<file path="config.mk">
export PLATFORM = sky130hd
export DESIGN_NAME = char_grid_line_rasterizer_flat
export DESIGN_NICKNAME = d
export VERILOG_FILES = /design/src/rtl/cglr_pkg.sv /design/src/rtl/cglr_in_if.sv /design/src/rtl/cglr_out_if.sv /design/src/rtl/cglr_ctrl.sv /design/src/rtl/cglr_datapath.sv /design/src/rtl/char_grid_line_rasterizer.sv /design/src/flat_wrapper.sv
export SDC_FILE = /design/constraint.sdc
export NUM_CORES = 1
export LEC_CHECK = 0
export ABC_AREA = 1
export BUFFER_PORTS_ARGS = -buffer_cell sky130_fd_sc_hd__buf_2
export CELL_PAD_IN_SITES_DETAIL_PLACEMENT = 2
export CELL_PAD_IN_SITES_GLOBAL_PLACEMENT = 2
export CORE_MARGIN = 2
export CORE_UTILIZATION = 30
export DETAILED_ROUTE_END_ITERATION = 8
export HOLD_SLACK_MARGIN = 0.12
export PLACE_DENSITY_LB_ADDON = 0.1
export REMOVE_ABC_BUFFERS = 1
export SYNTH_ARGS = -nofsm -noshare
export SYNTH_HDL_FRONTEND = slang
export SYNTH_SLANG_ARGS = --single-unit
export TNS_END_PERCENT = 100
</file>
<file path="constraint.sdc">
create_clock -name i_clk -period 10.5 [get_ports i_clk]
set_input_delay 2.1 -clock i_clk [delete_from_list [all_inputs] [get_ports i_clk]]
set_output_delay 2.1 -clock i_clk [all_outputs]
set_load 0.02 [all_outputs]
</file>
<file path="src/rtl/cglr_pkg.sv">
// Shared types and constants of the character grid line rasterizer.
`timescale 1ns / 1ps

package cglr_pkg;

    localparam int VEC_W    = 8;
    localparam int ORG_W    = 11;
    localparam int COL_W    = 12;
    localparam int ROW_W    = 11;
    localparam int ADDR_W   = 20;
    localparam int GRID_W   = 11;
    localparam int IDX_W    = 2;
    localparam int RES_CAP  = 64;

    localparam logic [IDX_W-1:0] REG_GRID_WIDTH = 2'd0;
    localparam logic [IDX_W-1:0] REG_GRID_ROWS  = 2'd1;

    typedef logic signed [VEC_W-1:0]  t_vec;
    typedef logic signed [ORG_W-1:0]  t_origin;
    typedef logic signed [COL_W-1:0]  t_column;
    typedef logic signed [ROW_W-1:0]  t_row;
    typedef logic        [ADDR_W-1:0] t_addr;
    typedef logic        [GRID_W-1:0] t_grid;
    typedef logic        [IDX_W-1:0]  t_reg_idx;

    typedef struct packed {
        logic load;
        logic init;
        logic step;
    } t_dp_cmd;

    typedef struct packed {
        logic last_step;
        logic out_free;
    } t_dp_sts;

endpackage

</file>
<file path="src/rtl/cglr_in_if.sv">
// Vector input channel.
`timescale 1ns / 1ps

interface cglr_in_if import cglr_pkg::*; ();
    logic    valid;
    logic    ready;
    t_vec    vec_x;
    t_vec    vec_y;
    t_origin origin_x;
    t_origin origin_y;

    modport source (output valid, vec_x, vec_y, origin_x, origin_y, input ready);
    modport sink   (input valid, vec_x, vec_y, origin_x, origin_y, output ready);
endinterface

</file>
<file path="src/rtl/cglr_out_if.sv">
// Plotted cell output channel.
`timescale 1ns / 1ps

interface cglr_out_if import cglr_pkg::*; ();
    logic    valid;
    logic    ready;
    t_column column;
    t_row    row;
    t_addr   cell_address;
    logic    off_grid;
    logic    last_point;

    modport source (output valid, column, row, cell_address, off_grid, last_point,
                    input ready);
    modport sink   (input valid, column, row, cell_address, off_grid, last_point,
                    output ready);
endinterface

</file>
<file path="src/rtl/cglr_ctrl.sv">
// Sequencer of the line rasterizer: accept, set up, step.
`timescale 1ns / 1ps

module cglr_ctrl import cglr_pkg::*; (
    input  logic    i_clk,
    input  logic    i_rst_n,
    input  logic    i_in_valid,
    output logic    o_in_ready,
    input  t_dp_sts i_sts,
    output t_dp_cmd o_cmd
);

    localparam logic [1:0] ST_IDLE = 2'd0;
    localparam logic [1:0] ST_INIT = 2'd1;
    localparam logic [1:0] ST_RUN  = 2'd2;

    logic [1:0] r_state;
    logic [1:0] n_state;

    always_comb begin
        n_state    = r_state;
        o_in_ready = 1'b0;
        o_cmd      = '0;
        case (r_state)
            ST_IDLE: begin
                o_in_ready = i_rst_n;
                if (i_in_valid && i_rst_n) begin
                    o_cmd.load = 1'b1;
                    n_state    = ST_INIT;
                end
            end
            ST_INIT: begin
                o_cmd.init = 1'b1;
                n_state    = ST_RUN;
            end
            ST_RUN: begin
                if (i_sts.out_free) begin
                    o_cmd.step = 1'b1;
                    if (i_sts.last_step) begin
                        n_state = ST_IDLE;
                    end
                end
            end
            default: begin
                n_state = ST_IDLE;
            end
        endcase
    end

    always_ff @(posedge i_clk) begin
        if (!i_rst_n) begin
            r_state <= ST_IDLE;
        end else begin
            r_state <= n_state;
        end
    end

endmodule

</file>
<file path="src/rtl/cglr_datapath.sv">
// Line stepping datapath: setup, rounded minor tracking, grid address, output register.
`timescale 1ns / 1ps

module cglr_datapath import cglr_pkg::*; #(
    parameter int MAX_SPAN     = 64,
    parameter int MAX_GRID_DIM = 1024
) (
    input  logic     i_clk,
    input  logic     i_rst_n,
    input  t_dp_cmd  i_cmd,
    output t_dp_sts  o_sts,
    input  logic     i_cfg_wr_en,
    input  t_reg_idx i_cfg_index,
    input  t_grid    i_cfg_wdata,
    input  t_vec     i_vec_x,
    input  t_vec     i_vec_y,
    input  t_origin  i_origin_x,
    input  t_origin  i_origin_y,
    input  logic     i_out_ready,
    output logic     o_out_valid,
    output t_column  o_column,
    output t_row     o_row,
    output t_addr    o_cell_address,
    output logic     o_off_grid,
    output logic     o_last_point
);

    localparam int SPAN_CAP = (MAX_SPAN < RES_CAP) ? MAX_SPAN : RES_CAP;
    localparam logic signed [VEC_W-1:0] CAP_POS = VEC_W'(SPAN_CAP);
    localparam logic signed [VEC_W-1:0] CAP_NEG = VEC_W'(-SPAN_CAP);
    localparam int GRID_MAX = (1 << GRID_W) - 1;
    localparam logic [GRID_W-1:0] GRID_CAP =
        (MAX_GRID_DIM > GRID_MAX) ? GRID_W'(GRID_MAX) : GRID_W'(MAX_GRID_DIM);

    // grid registers
    t_grid r_grid_width;
    t_grid r_grid_rows;
    t_grid w_cfg_val;

    assign w_cfg_val = (i_cfg_wdata > GRID_CAP) ? GRID_CAP : i_cfg_wdata;

    always_ff @(posedge i_clk) begin
        if (!i_rst_n) begin
            r_grid_width <= GRID_W'(80);
            r_grid_rows  <= GRID_W'(24);
        end else if (i_cfg_wr_en) begin
            case (i_cfg_index)
                REG_GRID_WIDTH: r_grid_width <= w_cfg_val;
                REG_GRID_ROWS:  r_grid_rows  <= w_cfg_val;
                default: ;
            endcase
        end
    end

    // setup of one vector
    t_vec        w_vx;
    t_vec        w_vy;
    logic [6:0]  w_ax;
    logic [6:0]  w_ay;
    logic        w_along_x;
    t_vec        w_maj;
    t_vec        w_min;
    logic [6:0]  w_den;
    t_vec        w_inc;

    always_comb begin
        w_vx = (i_vec_x > CAP_POS) ? CAP_POS : ((i_vec_x < CAP_NEG) ? CAP_NEG : i_vec_x);
        w_vy = (i_vec_y > CAP_POS) ? CAP_POS : ((i_vec_y < CAP_NEG) ? CAP_NEG : i_vec_y);
        w_ax = w_vx[VEC_W-1] ? 7'(-w_vx) : w_vx[6:0];
        w_ay = w_vy[VEC_W-1] ? 7'(-w_vy) : w_vy[6:0];
        w_along_x = (w_ax >= w_ay);
        w_maj = w_along_x ? w_vx : w_vy;
        w_min = w_along_x ? w_vy : w_vx;
        w_den = w_along_x ? w_ax : w_ay;
        w_inc = w_maj[VEC_W-1] ? -w_min : w_min;
    end

    logic        r_along_x;
    logic        r_d_neg;
    logic        r_zero;
    logic [6:0]  r_den;
    t_vec        r_inc;
    t_origin     r_o_minor;
    t_origin     r_o_major;

    always_ff @(posedge i_clk) begin
        if (i_cmd.load) begin
            r_along_x <= w_along_x;
            r_d_neg   <= w_maj[VEC_W-1];
            r_zero    <= (w_den == 7'd0);
            r_den     <= w_den;
            r_inc     <= w_inc;
            r_o_minor <= w_along_x ? i_origin_y : i_origin_x;
            r_o_major <= w_along_x ? i_origin_x : i_origin_y;
        end
    end

    // rounded minor coordinate: X = 2N+den = q*2den + rem, 0 <= rem < 2den
    logic [7:0]          w_den2;
    t_vec                w_r0;
    t_column             w_base;
    logic signed [9:0]   w_rem_init;
    logic signed [9:0]   w_rem_step;
    logic signed [9:0]   w_rem_sel;
    t_column             w_q_sel;
    logic signed [9:0]   w_den2_s;
    t_column             n_q;
    logic [7:0]          n_rem;

    t_column     r_q;
    logic [7:0]  r_rem;
    t_column     r_major;
    logic [6:0]  r_count;

    always_comb begin
        w_den2     = {r_den, 1'b0};
        w_den2_s   = signed'({2'b00, w_den2});
        w_r0       = r_d_neg ? r_inc : '0;
        w_base     = COL_W'(r_o_minor) - COL_W'(w_r0);
        w_rem_init = (10'(w_r0) <<< 1) + signed'({3'b000, r_den});
        w_rem_step = signed'({2'b00, r_rem}) + (10'(r_inc) <<< 1);
        w_rem_sel  = i_cmd.init ? w_rem_init : w_rem_step;
        w_q_sel    = i_cmd.init ? w_base : r_q;
        if (w_rem_sel < 0) begin
            n_rem = 8'(w_rem_sel + w_den2_s);
            n_q   = w_q_sel - COL_W'(1);
        end else if (w_rem_sel >= w_den2_s) begin
            n_rem = 8'(w_rem_sel - w_den2_s);
            n_q   = w_q_sel + COL_W'(1);
        end else begin
            n_rem = 8'(w_rem_sel);
            n_q   = w_q_sel;
        end
    end

    always_ff @(posedge i_clk) begin
        if (i_cmd.init) begin
            r_q     <= n_q;
            r_rem   <= n_rem;
            r_major <= COL_W'(r_o_major) +
                       (r_d_neg ? (COL_W'(1) - COL_W'(r_den)) : COL_W'(0));
            r_count <= r_zero ? 7'd1 : r_den;
        end else if (i_cmd.step) begin
            r_q     <= n_q;
            r_rem   <= n_rem;
            r_major <= r_major + COL_W'(1);
            r_count <= r_count - 7'd1;
        end
    end

    // point of the current step
    logic                  w_nonneg;
    t_column               w_minor;
    t_column               w_col;
    t_column               w_yr;
    t_column               w_yr_adj;
    t_row                  w_row;
    logic                  w_off;
    logic [2*GRID_W-1:0]   w_prod;
    logic [2*GRID_W-1:0]   w_sum;

    always_comb begin
        w_nonneg = (r_q > 0) || ((r_q == 0) && (r_rem >= {1'b0, r_den}));
        if (r_zero) begin
            w_minor = COL_W'(r_o_minor);
        end else if (w_nonneg || (r_rem != 8'd0)) begin
            w_minor = r_q;
        end else begin
            w_minor = r_q - COL_W'(1);
        end
        w_col    = r_along_x ? r_major : w_minor;
        w_yr     = r_along_x ? w_minor : r_major;
        w_yr_adj = w_yr + COL_W'(w_yr[COL_W-1]);
        w_row    = w_yr_adj[COL_W-1:1];
        w_off    = w_col[COL_W-1] || w_row[ROW_W-1] ||
                   (w_col[GRID_W-1:0] >= r_grid_width) ||
                   ({1'b0, w_row[ROW_W-2:0]} >= r_grid_rows);
        w_prod   = r_grid_width * {1'b0, w_row[ROW_W-2:0]};
        w_sum    = w_prod + (2*GRID_W)'(w_col[GRID_W-1:0]);
    end

    // output register
    always_ff @(posedge i_clk) begin
        if (!i_rst_n) begin
            o_out_valid <= 1'b0;
        end else if (i_cmd.step) begin
            o_out_valid <= 1'b1;
        end else if (i_out_ready) begin
            o_out_valid <= 1'b0;
        end
    end

    always_ff @(posedge i_clk) begin
        if (i_cmd.step) begin
            o_column       <= w_col;
            o_row          <= w_row;
            o_cell_address <= w_off ? '0 : w_sum[ADDR_W-1:0];
            o_off_grid     <= w_off;
            o_last_point   <= (r_count == 7'd1);
        end
    end

    assign o_sts.last_step = (r_count == 7'd1);
    assign o_sts.out_free  = !o_out_valid || i_out_ready;

endmodule

</file>
<file path="src/rtl/char_grid_line_rasterizer.sv">
// Top level of the character grid line rasterizer.
//
//  channel   dir  handshake          beat
//  i_vec     in   valid/ready        vec_x, vec_y, origin_x, origin_y
//  o_pt      out  valid/ready        column, row, cell_address, off_grid, last_point
//  i_cfg_*   in   write enable only  grid_width (index 0), grid_rows (index 1)
//
//  A vector gives n points, n = max(|major component|, 1) <= 64: a setup step after the input
//  beat, then one output beat per cycle from the stepping datapath while o_pt is not stalled.
//  Reset is synchronous, active low; it idles the sequencer and restores grid 80 x 24.
//  A stall on o_pt holds the current step; a new vector is taken once the last
//  point is in the output register.
`timescale 1ns / 1ps

module char_grid_line_rasterizer import cglr_pkg::*; #(
    parameter int MAX_SPAN     = 64,
    parameter int MAX_GRID_DIM = 1024
) (
    input  logic           i_clk,
    input  logic           i_rst_n,
    cglr_in_if.sink        i_vec,
    cglr_out_if.source     o_pt,
    input  logic           i_cfg_wr_en,
    input  t_reg_idx       i_cfg_index,
    input  t_grid          i_cfg_wdata
);

    t_dp_cmd w_cmd;
    t_dp_sts w_sts;

    cglr_ctrl u_ctrl (
        .i_clk      (i_clk),
        .i_rst_n    (i_rst_n),
        .i_in_valid (i_vec.valid),
        .o_in_ready (i_vec.ready),
        .i_sts      (w_sts),
        .o_cmd      (w_cmd)
    );

    cglr_datapath #(
        .MAX_SPAN     (MAX_SPAN),
        .MAX_GRID_DIM (MAX_GRID_DIM)
    ) u_datapath (
        .i_clk          (i_clk),
        .i_rst_n        (i_rst_n),
        .i_cmd          (w_cmd),
        .o_sts          (w_sts),
        .i_cfg_wr_en    (i_cfg_wr_en),
        .i_cfg_index    (i_cfg_index),
        .i_cfg_wdata    (i_cfg_wdata),
        .i_vec_x        (i_vec.vec_x),
        .i_vec_y        (i_vec.vec_y),
        .i_origin_x     (i_vec.origin_x),
        .i_origin_y     (i_vec.origin_y),
        .i_out_ready    (o_pt.ready),
        .o_out_valid    (o_pt.valid),
        .o_column       (o_pt.column),
        .o_row          (o_pt.row),
        .o_cell_address (o_pt.cell_address),
        .o_off_grid     (o_pt.off_grid),
        .o_last_point   (o_pt.last_point)
    );

endmodule
</file>
<file path="src/flat_wrapper.sv">
// flat-port wrapper written by rule: the top's interface ports become plain ports
module char_grid_line_rasterizer_flat import cglr_pkg::*;
#(
    parameter int MAX_SPAN     = 64,
    parameter int MAX_GRID_DIM = 1024
)
  (i_clk, i_rst_n, i_cfg_wr_en, i_cfg_index, i_cfg_wdata, i_vec_valid, i_vec_vec_x, i_vec_vec_y, i_vec_origin_x, i_vec_origin_y, i_vec_ready, o_pt_valid, o_pt_column, o_pt_row, o_pt_cell_address, o_pt_off_grid, o_pt_last_point, o_pt_ready);
  cglr_in_if i_vec_i ();
  cglr_out_if o_pt_i ();
  input  logic i_clk;
  input  logic i_rst_n;
  input  logic i_cfg_wr_en;
  input  t_reg_idx i_cfg_index;
  input  t_grid i_cfg_wdata;
  input wire logic [$bits(i_vec_i.valid)-1:0] i_vec_valid;
  input wire logic [$bits(i_vec_i.vec_x)-1:0] i_vec_vec_x;
  input wire logic [$bits(i_vec_i.vec_y)-1:0] i_vec_vec_y;
  input wire logic [$bits(i_vec_i.origin_x)-1:0] i_vec_origin_x;
  input wire logic [$bits(i_vec_i.origin_y)-1:0] i_vec_origin_y;
  output wire logic [$bits(i_vec_i.ready)-1:0] i_vec_ready;
  output wire logic [$bits(o_pt_i.valid)-1:0] o_pt_valid;
  output wire logic [$bits(o_pt_i.column)-1:0] o_pt_column;
  output wire logic [$bits(o_pt_i.row)-1:0] o_pt_row;
  output wire logic [$bits(o_pt_i.cell_address)-1:0] o_pt_cell_address;
  output wire logic [$bits(o_pt_i.off_grid)-1:0] o_pt_off_grid;
  output wire logic [$bits(o_pt_i.last_point)-1:0] o_pt_last_point;
  input wire logic [$bits(o_pt_i.ready)-1:0] o_pt_ready;
  assign i_vec_i.valid = i_vec_valid;
  assign i_vec_i.vec_x = i_vec_vec_x;
  assign i_vec_i.vec_y = i_vec_vec_y;
  assign i_vec_i.origin_x = i_vec_origin_x;
  assign i_vec_i.origin_y = i_vec_origin_y;
  assign i_vec_ready = i_vec_i.ready;
  assign o_pt_valid = o_pt_i.valid;
  assign o_pt_column = o_pt_i.column;
  assign o_pt_row = o_pt_i.row;
  assign o_pt_cell_address = o_pt_i.cell_address;
  assign o_pt_off_grid = o_pt_i.off_grid;
  assign o_pt_last_point = o_pt_i.last_point;
  assign o_pt_i.ready = o_pt_ready;
  char_grid_line_rasterizer #(.MAX_SPAN(MAX_SPAN), .MAX_GRID_DIM(MAX_GRID_DIM)) u_core (.i_clk(i_clk), .i_rst_n(i_rst_n), .i_vec(i_vec_i), .o_pt(o_pt_i), .i_cfg_wr_en(i_cfg_wr_en), .i_cfg_index(i_cfg_index), .i_cfg_wdata(i_cfg_wdata));
endmodule
</file>
Word-level counts from Yosys, hierarchy flattened

Cells that the tools add are included.

Word-level logic and storage cells: 122
Input port bits: 56
Output and inout port bits: 47
Flip-flop bits (word level): 149

Multiplexer cells: 46
Equal/unequal tests: 7
Multiply operators: 1
Magnitude comparators: 12
Add/subtract/negate cells: 17
Reduce and logical (&&, ||, !) cells: 19

Operator list:

| operator                                                              | number |
|---|---|
| 12-bit 2-to-1 mux                                                     | 12 |
| 8-bit 2-to-1 mux                                                      | 12 |
| 7-bit 2-to-1 mux                                                      | 6 |
| 11-bit 2-to-1 mux                                                     | 3 |
| 32-bit zero test                                                      | 1 |
| 12-bit by 2-bit adder with 12-bit output, second input constant       | 2 |
| 12-bit by 2-bit subtractor with 12-bit output, second input constant  | 2 |
| 20-bit adder                                                          | 1 |
| 11-bit by 10-bit multiplier with 20-bit output                        | 1 |
| 8-bit > comparator, second input constant                             | 2 |
| 8-bit by 7-bit < comparator with 1-bit output, second input constant  | 2 |
| 7-bit negator                                                         | 2 |
| 12-bit by 1-bit adder with 12-bit output                              | 1 |
| 12-bit adder                                                          | 1 |
| 12-bit by 1-bit > comparator with 1-bit output, second input constant | 1 |
| 11-bit by 8-bit subtractor with 12-bit output                         | 1 |
| 10-bit by 11-bit >= comparator with 1-bit output                      | 1 |
| 11-bit >= comparator                                                  | 1 |
| 11-bit > comparator, second input constant                            | 1 |
| 9-bit by 8-bit adder with 10-bit output                               | 1 |
| 9-bit by 9-bit adder with 10-bit output                               | 1 |
| 10-bit by 9-bit >= comparator with 1-bit output                       | 1 |
| 10-bit by 1-bit < comparator with 1-bit output, second input constant | 1 |
| 10-bit 2-to-1 mux                                                     | 1 |
| other kinds (23)                                                      | 44 |

Logic depth before layout (Yosys ltp)

Gate-level depths: netlist of run 1.

Depth in word-level cells: 11
Mapped depth: 48
Mapped depth without buffers: 48

Cells and area by module

A second synthesis of run 1 with hierarchy kept.

Cell total of the unflattened synthesis: 1985
Area, all modules: 15488.6 sq um

Modules (own cells, without submodules):

| module        | area each (sq um) | cells each | instances | sequential area each (sq um) |
|---|---|---|---|---|
| cglr_datapath | 15371.0           | 1968       | 1         | 4184.0 |
| cglr_ctrl     | 117.6             | 17         | 1         | 40.0 |

Worst setup path after synthesis of run 1

OpenSTA, ideal clock, no wires.

Path type: register -> register
From: reg u_core.u_datapath.r_den[1]
To: reg u_core.u_datapath.o_cell_address[17] (data pin)
Stages on the path, launching flop included: 41
Setup time: 0.254 ns
Arrival time: 7.713 ns
Required time: 10.246 ns
Path buffers: 0
Path slack: 2.533 ns
Clock period less this slack: 7.967 ns
Cells stage by stage: edfxtp_1 inv_1 ha_1 inv_1 o21bai_1 nand2_1 nand2_1 nand2_1 nand2_2 o21ai_1 nand3_1 o21ai_0 ha_1 nand2_1 nand2_1 o21ai_0 o21ai_0 a31oi_1 (+5 left out) fa_1 fa_1 inv_1 fa_1 inv_1 ha_1 nand2_1 nor2_1 nand4_1 nor2_1 nor2_1 o21ai_0 nand3_1 nand2_1 nand3_1 nand2_1 xor2_1 nor2_1

Elaborated cells on any way between the ends: 16
Those cells by class: add/sub: 2; mul: 1; order compare: 3; mux: 4; reduce/logical: 6

RTL lines:

| what                                                                                                               | line                                       | RTL |
|---|---|---|
| start: declaration                                                                                                 | cglr_datapath.sv:81                        | `logic [6:0] r_den;` |
| start signal: assignment                                                                                           | cglr_datapath.sv:91                        | `r_den <= w_den;` |
| 8-bit by 7-bit >= comparator with 1-bit output (*)                                                                 | cglr_datapath.sv:163                       | `w_nonneg = (r_q > 0) \|\| ((r_q == 0) && (r_rem >= {1'b0, r_den}));` |
| 1-bit logical AND (*)                                                                                              | cglr_datapath.sv:163                       |  |
| 1-bit logical OR (*)                                                                                               | cglr_datapath.sv:163                       |  |
| 1-bit logical OR (*)                                                                                               | cglr_datapath.sv:166                       | `end else if (w_nonneg \|\| (r_rem != 8'd0)) begin` |
| 12-bit 2-to-1 mux (*)                                                                                              | cglr_datapath.sv:166                       |  |
| 12-bit 2-to-1 mux (*)                                                                                              | cglr_datapath.sv:164                       | `if (r_zero) begin` |
| 12-bit 2-to-1 mux (*)                                                                                              | cglr_datapath.sv:172                       | `w_yr = r_along_x ? w_minor : r_major;` |
| 12-bit by 1-bit adder with 12-bit output (*)                                                                       | cglr_datapath.sv:173                       | `w_yr_adj = w_yr + COL_W'(w_yr[COL_W-1]);` |
| via u_core.u_datapath.w_yr_adj[8]                                                                                  | cglr_datapath.sv:156                       | `t_column w_yr_adj;` |
| 11-bit by 10-bit multiplier with 20-bit output or 10-bit by 11-bit >= comparator with 1-bit output (tied branches) | cglr_datapath.sv:178, cglr_datapath.sv:177 |  |
| 20-bit adder or 1-bit logical OR (tied branches)                                                                   | cglr_datapath.sv:179, cglr_datapath.sv:176 |  |
| end signal: assignment                                                                                             | cglr_datapath.sv:197                       | `o_cell_address <= w_off ? '0 : w_sum[ADDR_W-1:0];` |
| end: declaration                                                                                                   | cglr_datapath.sv:23                        | `output t_addr o_cell_address,` |

Mark *: on every way through the listed nets, which the timed path passes. The rest lies on a longest branch.
A chain may end at the register's enable or synchronous reset.

Worst setup path in the final report of run 1

Ends and elaborated chain as after synthesis.

==> impl_metrics.toml, run 1 <==
[run_status]
outcome = "finished clean"

[route]
dr.pass1.iters = 4
vias = 13640
drtIter0Drc = 459
antenna_left = 0
routed_via_density = 4.917
route.detailed.drc = 0
wl_per_cell_um = 19.68
wl_um = 54600

[logic_synthesis]
ys_ff_latch = 149
synth_cell_types = 59
yosys_warnings = 0
syn_avg_cell_area_um2 = 7.825
postSynthCellCount = 1987
yosys_most_used_dff = "edfxtp_1"
netlist_area_um2 = 15550
synth-edff-count = 124
synth-seq-area-share_pct = 27.17
synthArstFlopShare_pct = 0

[worst_setup_path]
cp_top_family = "adder cells"
crit_fanout = 7
cp_num_buf_inv = 5
cp.arrival_ns = 9.45
crit_top_cell = "nand2_1"
slowest_delay_ns = 0.55
critPathLaunchType = "flop"
crit_path_end_kind = "flop"
critical_path.slowest_cell = "fa_1"
crit_required_ns = 10.71
crit_type = "reg2reg"

[grt]
grt_max_degree = 46
grt_usage_pct = 21.23
overflow = 0
antenna_found_initial = 0
grt_pass1_vias = 15290
grt_first_pass_wirelength_um = 86490

[floorplan]
dieArea_um2 = 53670
io_pins = 103
coreArea_um2 = 51300
rows = 83
die_height_um = 231.7
initial_core_util_pct = 30.31
die_x_um = 231.7

[finish]
insertedDiodeCount = 0
fin_nets = 2388
drive_gt1_share_pct = 11.46
area_growth_syn_to_layout_pct = 12.22
nFillCells = 6047
final-seq-area_um2 = 4224
multi_input_area_um2 = 9788

[sta]
setup_slack_ns = 1.260
timing.slew.headroom_pct = 29.09
worst_pin_slew_ns = 1.052
setup_violations = 0
rsz0062_at_grt = "no"
hold_viol_final = 0
fin_crit_sh_pct = 88.00
max_freq_ghz = 0.1082
fin_crit_ns = 9.240
tns_ns = 0
clock_skew_ns = 0.01526
drv_slew = 0

[hold_path]
min_path_type = "reg2reg"

[power_and_ir_drop]
ir_worst_vdd_mv = 0.2434
p_leak_nw = 8.258
power_mw = 5.518
power.density_nw_per_um2 = 316.2

[clock_tree]
clkSinkCount = 149
h-tree-depth = 4
clk_latency_ns = 0.49
postCtsHoldBufs = 0
cts-root-buf = "clkbuf_16"
path_clk_slew_ns = 0.07
clockBufferDepth = 2
cts_setup_buffers = 0
post_cts_resized = 0
cts_tree = "built"
cts_buffers = 17

[place]
dp_slack_ns = 1.217
place_congestion = 0.8581
dpl.hpwl_um = 45250
io_buffer_count = 102

[flow_run]
maxCapViolCount = 0
## registers in the layout, indices dropped and copies added, names as in the netlist, 8 cells and up
name,count
u_core.u_datapath.r_grid_rows,11
u_core.u_datapath.r_q,12
u_core.u_datapath.o_cell_address,20
u_core.u_datapath.o_column,12
u_core.u_datapath.o_row,11
u_core.u_datapath.r_grid_width,11
u_core.u_datapath.r_o_minor,11
u_core.u_datapath.r_inc,8
u_core.u_datapath.r_rem,8
u_core.u_datapath.r_major,12
u_core.u_datapath.r_o_major,11
## cell families (layout without fill, tap and decap cells)
| group | count (synthesis) | in the layout | synth area share (%) |
|---|---|---|---|
| flops | 149 | 149 | 27.17 |
| fa+ha+maj | 251 | 251 | 24.78 |
| buf+inv | 408 | 515 | 10.08 |
| compound gates | 343 | 343 | 12.15 |
| xor+xnor | 63 | 63 | 3.549 |
| simple gates | 773 | 773 | 22.27 |
## layout by cell type, fill, tap and decap left out, drive strengths merged, types with 2 or more instances in the layout
master,n
o21bai,7
o311ai,2
nor4,3
nand3b,4
dfxtp,25
o221ai,3
o31ai,10
clkbuf,17
o211ai,6
nand2,401
nand3,112
xnor2,24
a21oi,107
buf,117
clkinv,6
edfxtp,124
or2,13
xor2,39
o21a,4
a221oi,4
a31oi,14
nor2,190
nor3b,2
a211oi,3
and2,2
o32ai,2
ha,156
fa,95
a21o,5
o21ai,170
inv,373
nor3,24
nand4,20
## per-layer routing
layer	vias up	part of all wire (%)	track usage, %
li1	6651	-	-
met1	6798	42	23.62
met2	127	54	40.94
met3	64	1.9	3.002
met4	0	2.7	7.071
met5	-	0	0
## path summary, 6_finish.rpt
kind | startpoint | slack [ns] | to | depth (start not counted)
setup / recovery | u_core.u_datapath.r_den[1] | 1.26 | u_core.u_datapath.o_cell_address[17] | 43
hold / removal | u_core.u_datapath.r_grid_rows[3] | 0.50 | u_core.u_datapath.r_grid_rows[3] | 2
setup reg to reg | u_core.u_datapath.r_den[1] | 1.26 | u_core.u_datapath.o_cell_address[17] | 43
hold reg to reg | u_core.u_datapath.r_grid_rows[3] | 0.50 | u_core.u_datapath.r_grid_rows[3] | 2
## metrics by stage
step	hold WS [ns]	instance area, µm²	utilization [%]	std cells
floorplan	0.4347	15360	-	1945
global placement	0.4644	16860	32.87	2742
detailed placement	0.4872	16860	32.87	2742
CTS	0.5045	17450	34.01	2774
global route	0.5333	17450	34.01	2774
finish	0.4958	17450	34.01	2774
## Yosys cell counts (7+ instances only)
library cell	n	area, µm²
a21oi_1	107	535.5
a31oi_1	14	87.58
buf_2	10	50.05
clkbuf_1	26	97.59
dfxtp_1	25	500.5
edfxtp_1	124	3724
fa_1	95	1902
ha_1	156	1952
inv_1	356	1336
nand2_1	370	1389
nand2_2	24	150.1
nand2_4	7	78.83
nand3_1	103	515.5
nand3_2	9	90.09
nand4_1	20	125.1
nor2_1	165	619.3
nor2_2	22	137.6
nor3_1	21	105.1
o21ai_0	161	805.8
o21ai_1	7	35.03
o21bai_1	7	52.55
o31ai_1	10	75.07
or2_2	10	62.56
xnor2_1	24	210.2
xor2_1	39	341.6
## final cells by class
cell class / count / area share [%]
clock buffers: 17 / 2.438
clock inverters: 15 / 0.9107
inverters: 366 / 7.902
multi-input cells: 1430 / 56.10
flip-flops and latches: 149 / 24.21
well taps: 680 / 4.876
repair buffers: 117 / 3.571
## worst reg2reg max path: cells and delay by family (launching register included)
kind            cells  cell delay [ns]
xor+xnor            2             0.69
fa+ha+maj           8             3.57
flops               1             0.49
buf+inv             5             0.64
simple gates       19             1.85
compound gates      9             1.74
## report_power, final
group	switching, mW	leakage (nW)	total [mW]	internal [mW]
Clock	0.307	0.285	0.643	0.336
Combinational	2.59	6.62	4.03	1.44
Sequential	0.0785	1.36	0.843	0.764
No activity file was read; power rests on OpenSTA's default activity.
==> run 2, diff against run 1 <==
--- a/config.mk
+++ b/config.mk
@@ -6,12 +6,12 @@
 export NUM_CORES = 1
 export LEC_CHECK = 0
 export ABC_AREA = 1
-export BUFFER_PORTS_ARGS = -buffer_cell sky130_fd_sc_hd__buf_2
 export CELL_PAD_IN_SITES_DETAIL_PLACEMENT = 2
 export CELL_PAD_IN_SITES_GLOBAL_PLACEMENT = 2
 export CORE_MARGIN = 2
 export CORE_UTILIZATION = 30
 export DETAILED_ROUTE_END_ITERATION = 8
+export DONT_BUFFER_PORTS = 1
 export HOLD_SLACK_MARGIN = 0.12
 export PLACE_DENSITY_LB_ADDON = 0.1
 export REMOVE_ABC_BUFFERS = 1
==> impl_metrics.toml, run 2 (synthesized netlist as in run 1, its figures left out) <==
[grt]
grt_pass1_vias = 14950
grt_first_pass_wirelength_um = 86760
grt_max_degree = 46
overflow = 0
grt_usage_pct = 21.28
antenna_found_initial = 0

[clock_tree]
clk_latency_ns = 0.49
cts_setup_buffers = 0
cts_buffers = 17
cts-root-buf = "clkbuf_16"
postCtsHoldBufs = 0
post_cts_resized = 0
h-tree-depth = 4
path_clk_slew_ns = 0.07
cts_tree = "built"
clockBufferDepth = 2
clkSinkCount = 149

[finish]
drive_gt1_share_pct = 7.032
top_register = "u_core.u_datapath.o_cell_address"
fin_cells = 2671
layout_common_cells = "370 x nand2_1, 356 x inv_1, 162 x nor2_1"
area_growth_syn_to_layout_pct = 8.884
layout_commonest_cell = "nand2_1"
insertedDiodeCount = 0
final-seq-area_um2 = 4224
fin_nets = 2285
multi_input_area_um2 = 9791
largest_reg_flops = 20
nFillCells = 5962

[sta]
fin_crit_sh_pct = 87.73
tns_ns = 0
worst_pin_slew_ns = 1.143
hold_ws_ns = 0.4952
drv_slew = 0
fin_crit_ns = 9.211
setup_violations = 0
rsz0062_at_grt = "no"
clock_skew_ns = 0.01544
max_freq_ghz = 0.1086
timing.slew.headroom_pct = 22.99
hold_viol_final = 0

[worst_setup_path]
crit_path_end_kind = "flop"
crit_type = "reg2reg"
critical_path.slowest_cell = "fa_1"
critPathLaunchType = "flop"
cp.arrival_ns = 9.43
crit_top_cell = "nand2_1"
crit_fanout = 7
cp-startpoint = "u_core.u_datapath.r_den[1]"
r2r_start = "u_core.u_datapath.r_den[1]"
crit_required_ns = 10.72
slowest_delay_ns = 0.55

[power_and_ir_drop]
power.density_nw_per_um2 = 326.2
p_leak_nw = 7.857
ir_worst_vdd_mv = 0.2551

[floorplan]
die_x_um = 231.7
dieArea_um2 = 53670
io_pins = 103
rows = 83
coreArea_um2 = 51300
initial_core_util_pct = 30.31
die_height_um = 231.7

[place]
dp.cells = 2639
place_congestion = 0.8140
dpl.hpwl_um = 45520
io_buffer_count = 0

[hold_path]
worstHoldStart = "u_core.u_datapath.r_grid_rows[3]"
min_path_type = "reg2reg"

[route]
antenna_left = 0
wl_um = 54810
vias = 13300
wl_per_cell_um = 20.52
routed_via_density = 4.980
route.detailed.drc = 0
dr.pass1.iters = 4
drtIter0Drc = 427

[run_status]
outcome = "finished clean"

[flow_run]
maxCapViolCount = 0
==> run 2: changes by cell type in the layout (fill, tap and decap cells not counted), moves of 2 or more <==
cell | previous run | this run
inv_6 | 6 | 3
clkinv_1 | 5 | 3
inv_4 | 2 | 5
clkinv_8 | 1 | 3
buf_2 | 102 | 0
==> run 2: path summary, 6_finish.rpt <==
kind / end / slack, ns / cells after the start
worst max register to register: u_core.u_datapath.o_cell_address[17] / 1.29 / 43
worst min-delay path: u_core.u_datapath.r_grid_rows[3] / 0.50 / 2
worst max-delay path: u_core.u_datapath.o_cell_address[17] / 1.29 / 43
worst min register to register: u_core.u_datapath.r_grid_rows[3] / 0.50 / 2
==> run 2: power by group <==
| group | switching, mW | total (mW) | internal, mW |
|---|---|---|---|
| registers | 0.0977 | 0.863 | 0.766 |
| logic | 2.59 | 4.03 | 1.43 |
| clock network | 0.316 | 0.633 | 0.317 |
| total | 3.01 | 5.52 | 2.52 |
==> run 2: critical path: cells and delay by family (launching register included) <==
kind | cells | cell delay [ns]
flip-flops | 1 | 0.50
AND/OR/NAND/NOR | 22 | 2.07
AO/OA/AOI/OAI | 7 | 1.42
buffers and inverters | 4 | 0.63
XOR/XNOR | 2 | 0.69
adder cells (fa/ha/maj) | 8 | 3.62
==> run 2: layout make-up <==
cell class | instances | area share (%)
well taps | 680 | 5.025
flip-flops and latches | 149 | 24.95
clock inverters | 15 | 0.9164
repair buffers | 14 | 0.6208
clock buffers | 17 | 2.513
multi-input cells | 1430 | 57.83
inverters | 366 | 8.144
==> run 2: stage by stage <==
step	power [mW]	utilization [%]	setup slack [ns]	cell area, µm²
after global placement	4.911	31.87	1.606	16350
after CTS	5.683	33.00	1.249	16930
after floorplan	3.794	-	2.499	15360
after global routing	6.222	33.00	0.3624	16930
final	5.523	33.00	1.289	16930
after detailed placement	5.005	31.87	1.266	16350
==> run 2: per-layer routing <==
| layer | global-route usage (%) | share of wire [%] | up-vias |
|---|---|---|---|
| li1 | - | - | 6456 |
| met1 | 24.08 | 42 | 6668 |
| met2 | 40.81 | 54 | 125 |
| met3 | 2.781 | 1.6 | 53 |
| met4 | 6.931 | 2.4 | 0 |
| met5 | 0 | 0 | - |
==> run 3, diff against run 2 <==
--- a/config.mk
+++ b/config.mk
@@ -5,7 +5,6 @@
 export SDC_FILE = /design/constraint.sdc
 export NUM_CORES = 1
 export LEC_CHECK = 0
-export ABC_AREA = 1
 export CELL_PAD_IN_SITES_DETAIL_PLACEMENT = 2
 export CELL_PAD_IN_SITES_GLOBAL_PLACEMENT = 2
 export CORE_MARGIN = 2
@@ -15,6 +14,8 @@
 export HOLD_SLACK_MARGIN = 0.12
 export PLACE_DENSITY_LB_ADDON = 0.1
 export REMOVE_ABC_BUFFERS = 1
+export SKIP_CTS_REPAIR_TIMING = 1
+export SLEW_MARGIN = 20
 export SYNTH_ARGS = -nofsm -noshare
 export SYNTH_HDL_FRONTEND = slang
 export SYNTH_SLANG_ARGS = --single-unit
==> impl_metrics.toml, run 3 <==
[floorplan]
rows = 83
die_x_um = 231.5
io_pins = 103
initial_core_util_pct = 30.32
die_height_um = 231.5
dieArea_um2 = 53570
coreArea_um2 = 51200

[worst_setup_path]
crit_required_ns = 10.84
crit_path_end_kind = "flop"
r2r_start = "u_core.u_datapath.r_den[5]"
critPathLaunchType = "flop"
rrSetupSlack_ns = 0.74
crit_fanout = 12
critical_path.slowest_cell = "or4b_2"
crit_top_cell = "fa_1"
slowest_delay_ns = 0.62
cp.arrival_ns = 10.10
r2r_cells = 35
crit_type = "reg2reg"
worstReg2RegEnd = "u_core.u_datapath.o_cell_address[18]"

[finish]
drive_gt1_share_pct = 5.008
fin_nets = 2071
finalCoreUtilization_pct = 32.98
design_area_um2 = 16880
largest_reg_flops = 20
top_register = "u_core.u_datapath.o_cell_address"
layout_commonest_cell = "nand2_1"
area_growth_syn_to_layout_pct = 8.779
nFillCells = 5769
multi_input_area_um2 = 10190
insertedDiodeCount = 0
final-seq-area_um2 = 4224
fin_cells = 2457
layout_common_cells = "263 x nand2_1, 231 x inv_1, 156 x ha_1"

[sta]
fin_crit_sh_pct = 92.96
rsz0062_at_grt = "no"
setup_slack_ns = 0.7393
timing.slew.headroom_pct = 27.72
max_freq_ghz = 0.1025
drv_slew = 0
clock_skew_ns = 0.01412
fin_crit_ns = 9.761
worst_pin_slew_ns = 1.071
setup_violations = 0
hold_viol_final = 0
tns_ns = 0

[clock_tree]
cts-root-buf = "clkbuf_16"
clk_latency_ns = 0.50
h-tree-depth = 4
clockBufferDepth = 2
cts_buffers = 17
cts_tree = "built"
clkSinkCount = 149
path_clk_slew_ns = 0.07

[power_and_ir_drop]
p_leak_nw = 7.263
power.density_nw_per_um2 = 256.3
p_sw_mw = 2.097
p_seq_share_pct = 19.5
ir_worst_vdd_mv = 0.1343
p_sw_share_pct = 48.46
clock_power_share_pct = 14.3
p_int_mw = 2.231
pwr-share-comb_pct = 66.2

[run_status]
outcome = "finished clean"

[place]
dp_slack_ns = 0.3862
dp.cells = 2425
place_congestion = 0.8056
io_buffer_count = 0
dpl.hpwl_um = 41870
place_area_um2 = 16310

[grt]
grt_max_degree = 55
grt_pass1_vias = 13900
antenna_found_initial = 1
grt_first_pass_wirelength_um = 80540
overflow = 0
grt_usage_pct = 19.85

[logic_synthesis]
postSynthCellCount = 1792
synth_largest_area_cell = "edfxtp_1"
synth-seq-area-share_pct = 27.21
synth_area_leaders = "edfxtp_1 24%, ha_1 13%, fa_1 12%, nand2_1 6.4%, inv_1 5.6%"
ys_ff_latch = 149
synth_top_area_share_pct = 23.99
netlist_area_um2 = 15520
yosys-top-cells-count = "263 x nand2_1, 231 x inv_1, 156 x ha_1"
synth-edff-count = 124
syn_avg_cell_area_um2 = 8.661
yosys_warnings = 0
synthArstFlopShare_pct = 0
yosys_most_used_dff = "edfxtp_1"
synth_cell_types = 76
synth.most_common_cell = "nand2_1"

[hold_path]
min_path_type = "reg2reg"
hold_end = "u_core.u_datapath.r_grid_rows[10]"
hold_depth = 2
worstHoldStart = "u_core.u_datapath.r_grid_rows[10]"

[flow_run]
maxCapViolCount = 0

[route]
antenna_left = 0
wl_per_cell_um = 20.72
vias = 12480
dr.pass1.iters = 4
drtIter0Drc = 403
route.detailed.drc = 0
routed_via_density = 5.081
wl_um = 50910
run 3: cell count changes after synthesis, sizes merged, moves of 19 or more:
cell    previous run  this run
a21boi             1        20
a21oi            107        79
and2               2        51
clkbuf            26        60
inv              363       231
nand2            401       263
nand2b             0        21
nand3            112        31
nor2             190       120
nor2b              0        22
o21ai            170        86
xnor2             24        64
run 3: metal layers:
layer	part of all wire [%]	vias up	global-route usage, %
met2	53	109	36.70
met1	43	6283	22.88
met5	0	-	0
met4	2.8	0	6.956
met3	1.9	55	3.396
li1	-	6036	-
run 3: worst max path at each step:
stage,endpoint,depth (start not counted),start
finish,u_core.u_datapath.o_cell_address[18],35,u_core.u_datapath.r_den[5]
global route,u_core.u_datapath.o_cell_address[18],35,u_core.u_datapath.r_den[5]
CTS,u_core.u_datapath.o_cell_address[18],34,u_core.u_datapath.r_den[5]
detailed placement,u_core.u_datapath.o_cell_address[18],34,u_core.u_datapath.r_den[5]
global placement,u_core.u_datapath.o_cell_address[18],34,u_core.u_datapath.r_den[5]
floorplan,u_core.u_datapath.o_cell_address[18],30,u_core.u_datapath.r_den[5]
run 3: stage by stage:
stage	hold WS [ns]	power [mW]
after floorplan	0.4434	2.951
after global placement	0.4508	3.694
after detailed placement	0.4648	3.785
after CTS	0.4748	4.434
after global routing	0.5117	4.829
final	0.4723	4.328
run 3: cell families after synthesis:
logic type / Yosys count / synth area share (%)
simple gates: 625 / 19.23
xor+xnor: 94 / 5.304
buf+inv: 304 / 7.441
flops: 149 / 27.21
fa+ha+maj: 251 / 24.83
compound gates: 355 / 15.04
mux: 14 / 0.9351
run 3: cell type report:
class / instances / share of cell area (%)
tap: 680 / 5.039
sequential: 149 / 25.02
clock buffer: 20 / 2.764
multi-input combinational: 1339 / 60.36
inverter: 231 / 5.136
timing repair buffer: 26 / 1.156
clock inverter: 12 / 0.5262
run 3: worst max-delay path, delay by kind of cell, from the launching register on:
| family | cells | cell delay [ns] |
|---|---|---|
| adder cells (fa/ha/maj) | 8 | 3.53 |
| AO/OA/AOI/OAI | 13 | 3.32 |
| AND/OR/NAND/NOR | 6 | 1.27 |
| buffers and inverters | 5 | 0.61 |
| flip-flops | 1 | 0.45 |
| XOR/XNOR | 2 | 0.32 |
| multiplexers | 1 | 0.11 |
run 3: power by group through the flow:
| stage | combinational (mW) | sequential (mW) | clock, mW |
|---|---|---|---|
| after CTS | 2.94 | 0.847 | 0.646 |
| after global placement | 2.84 | 0.858 | 0 |
| after floorplan | 2.13 | 0.820 | 0 |
| final | 2.87 | 0.844 | 0.618 |
| after global routing | 3.32 | 0.852 | 0.659 |
| after detailed placement | 2.92 | 0.860 | 0 |
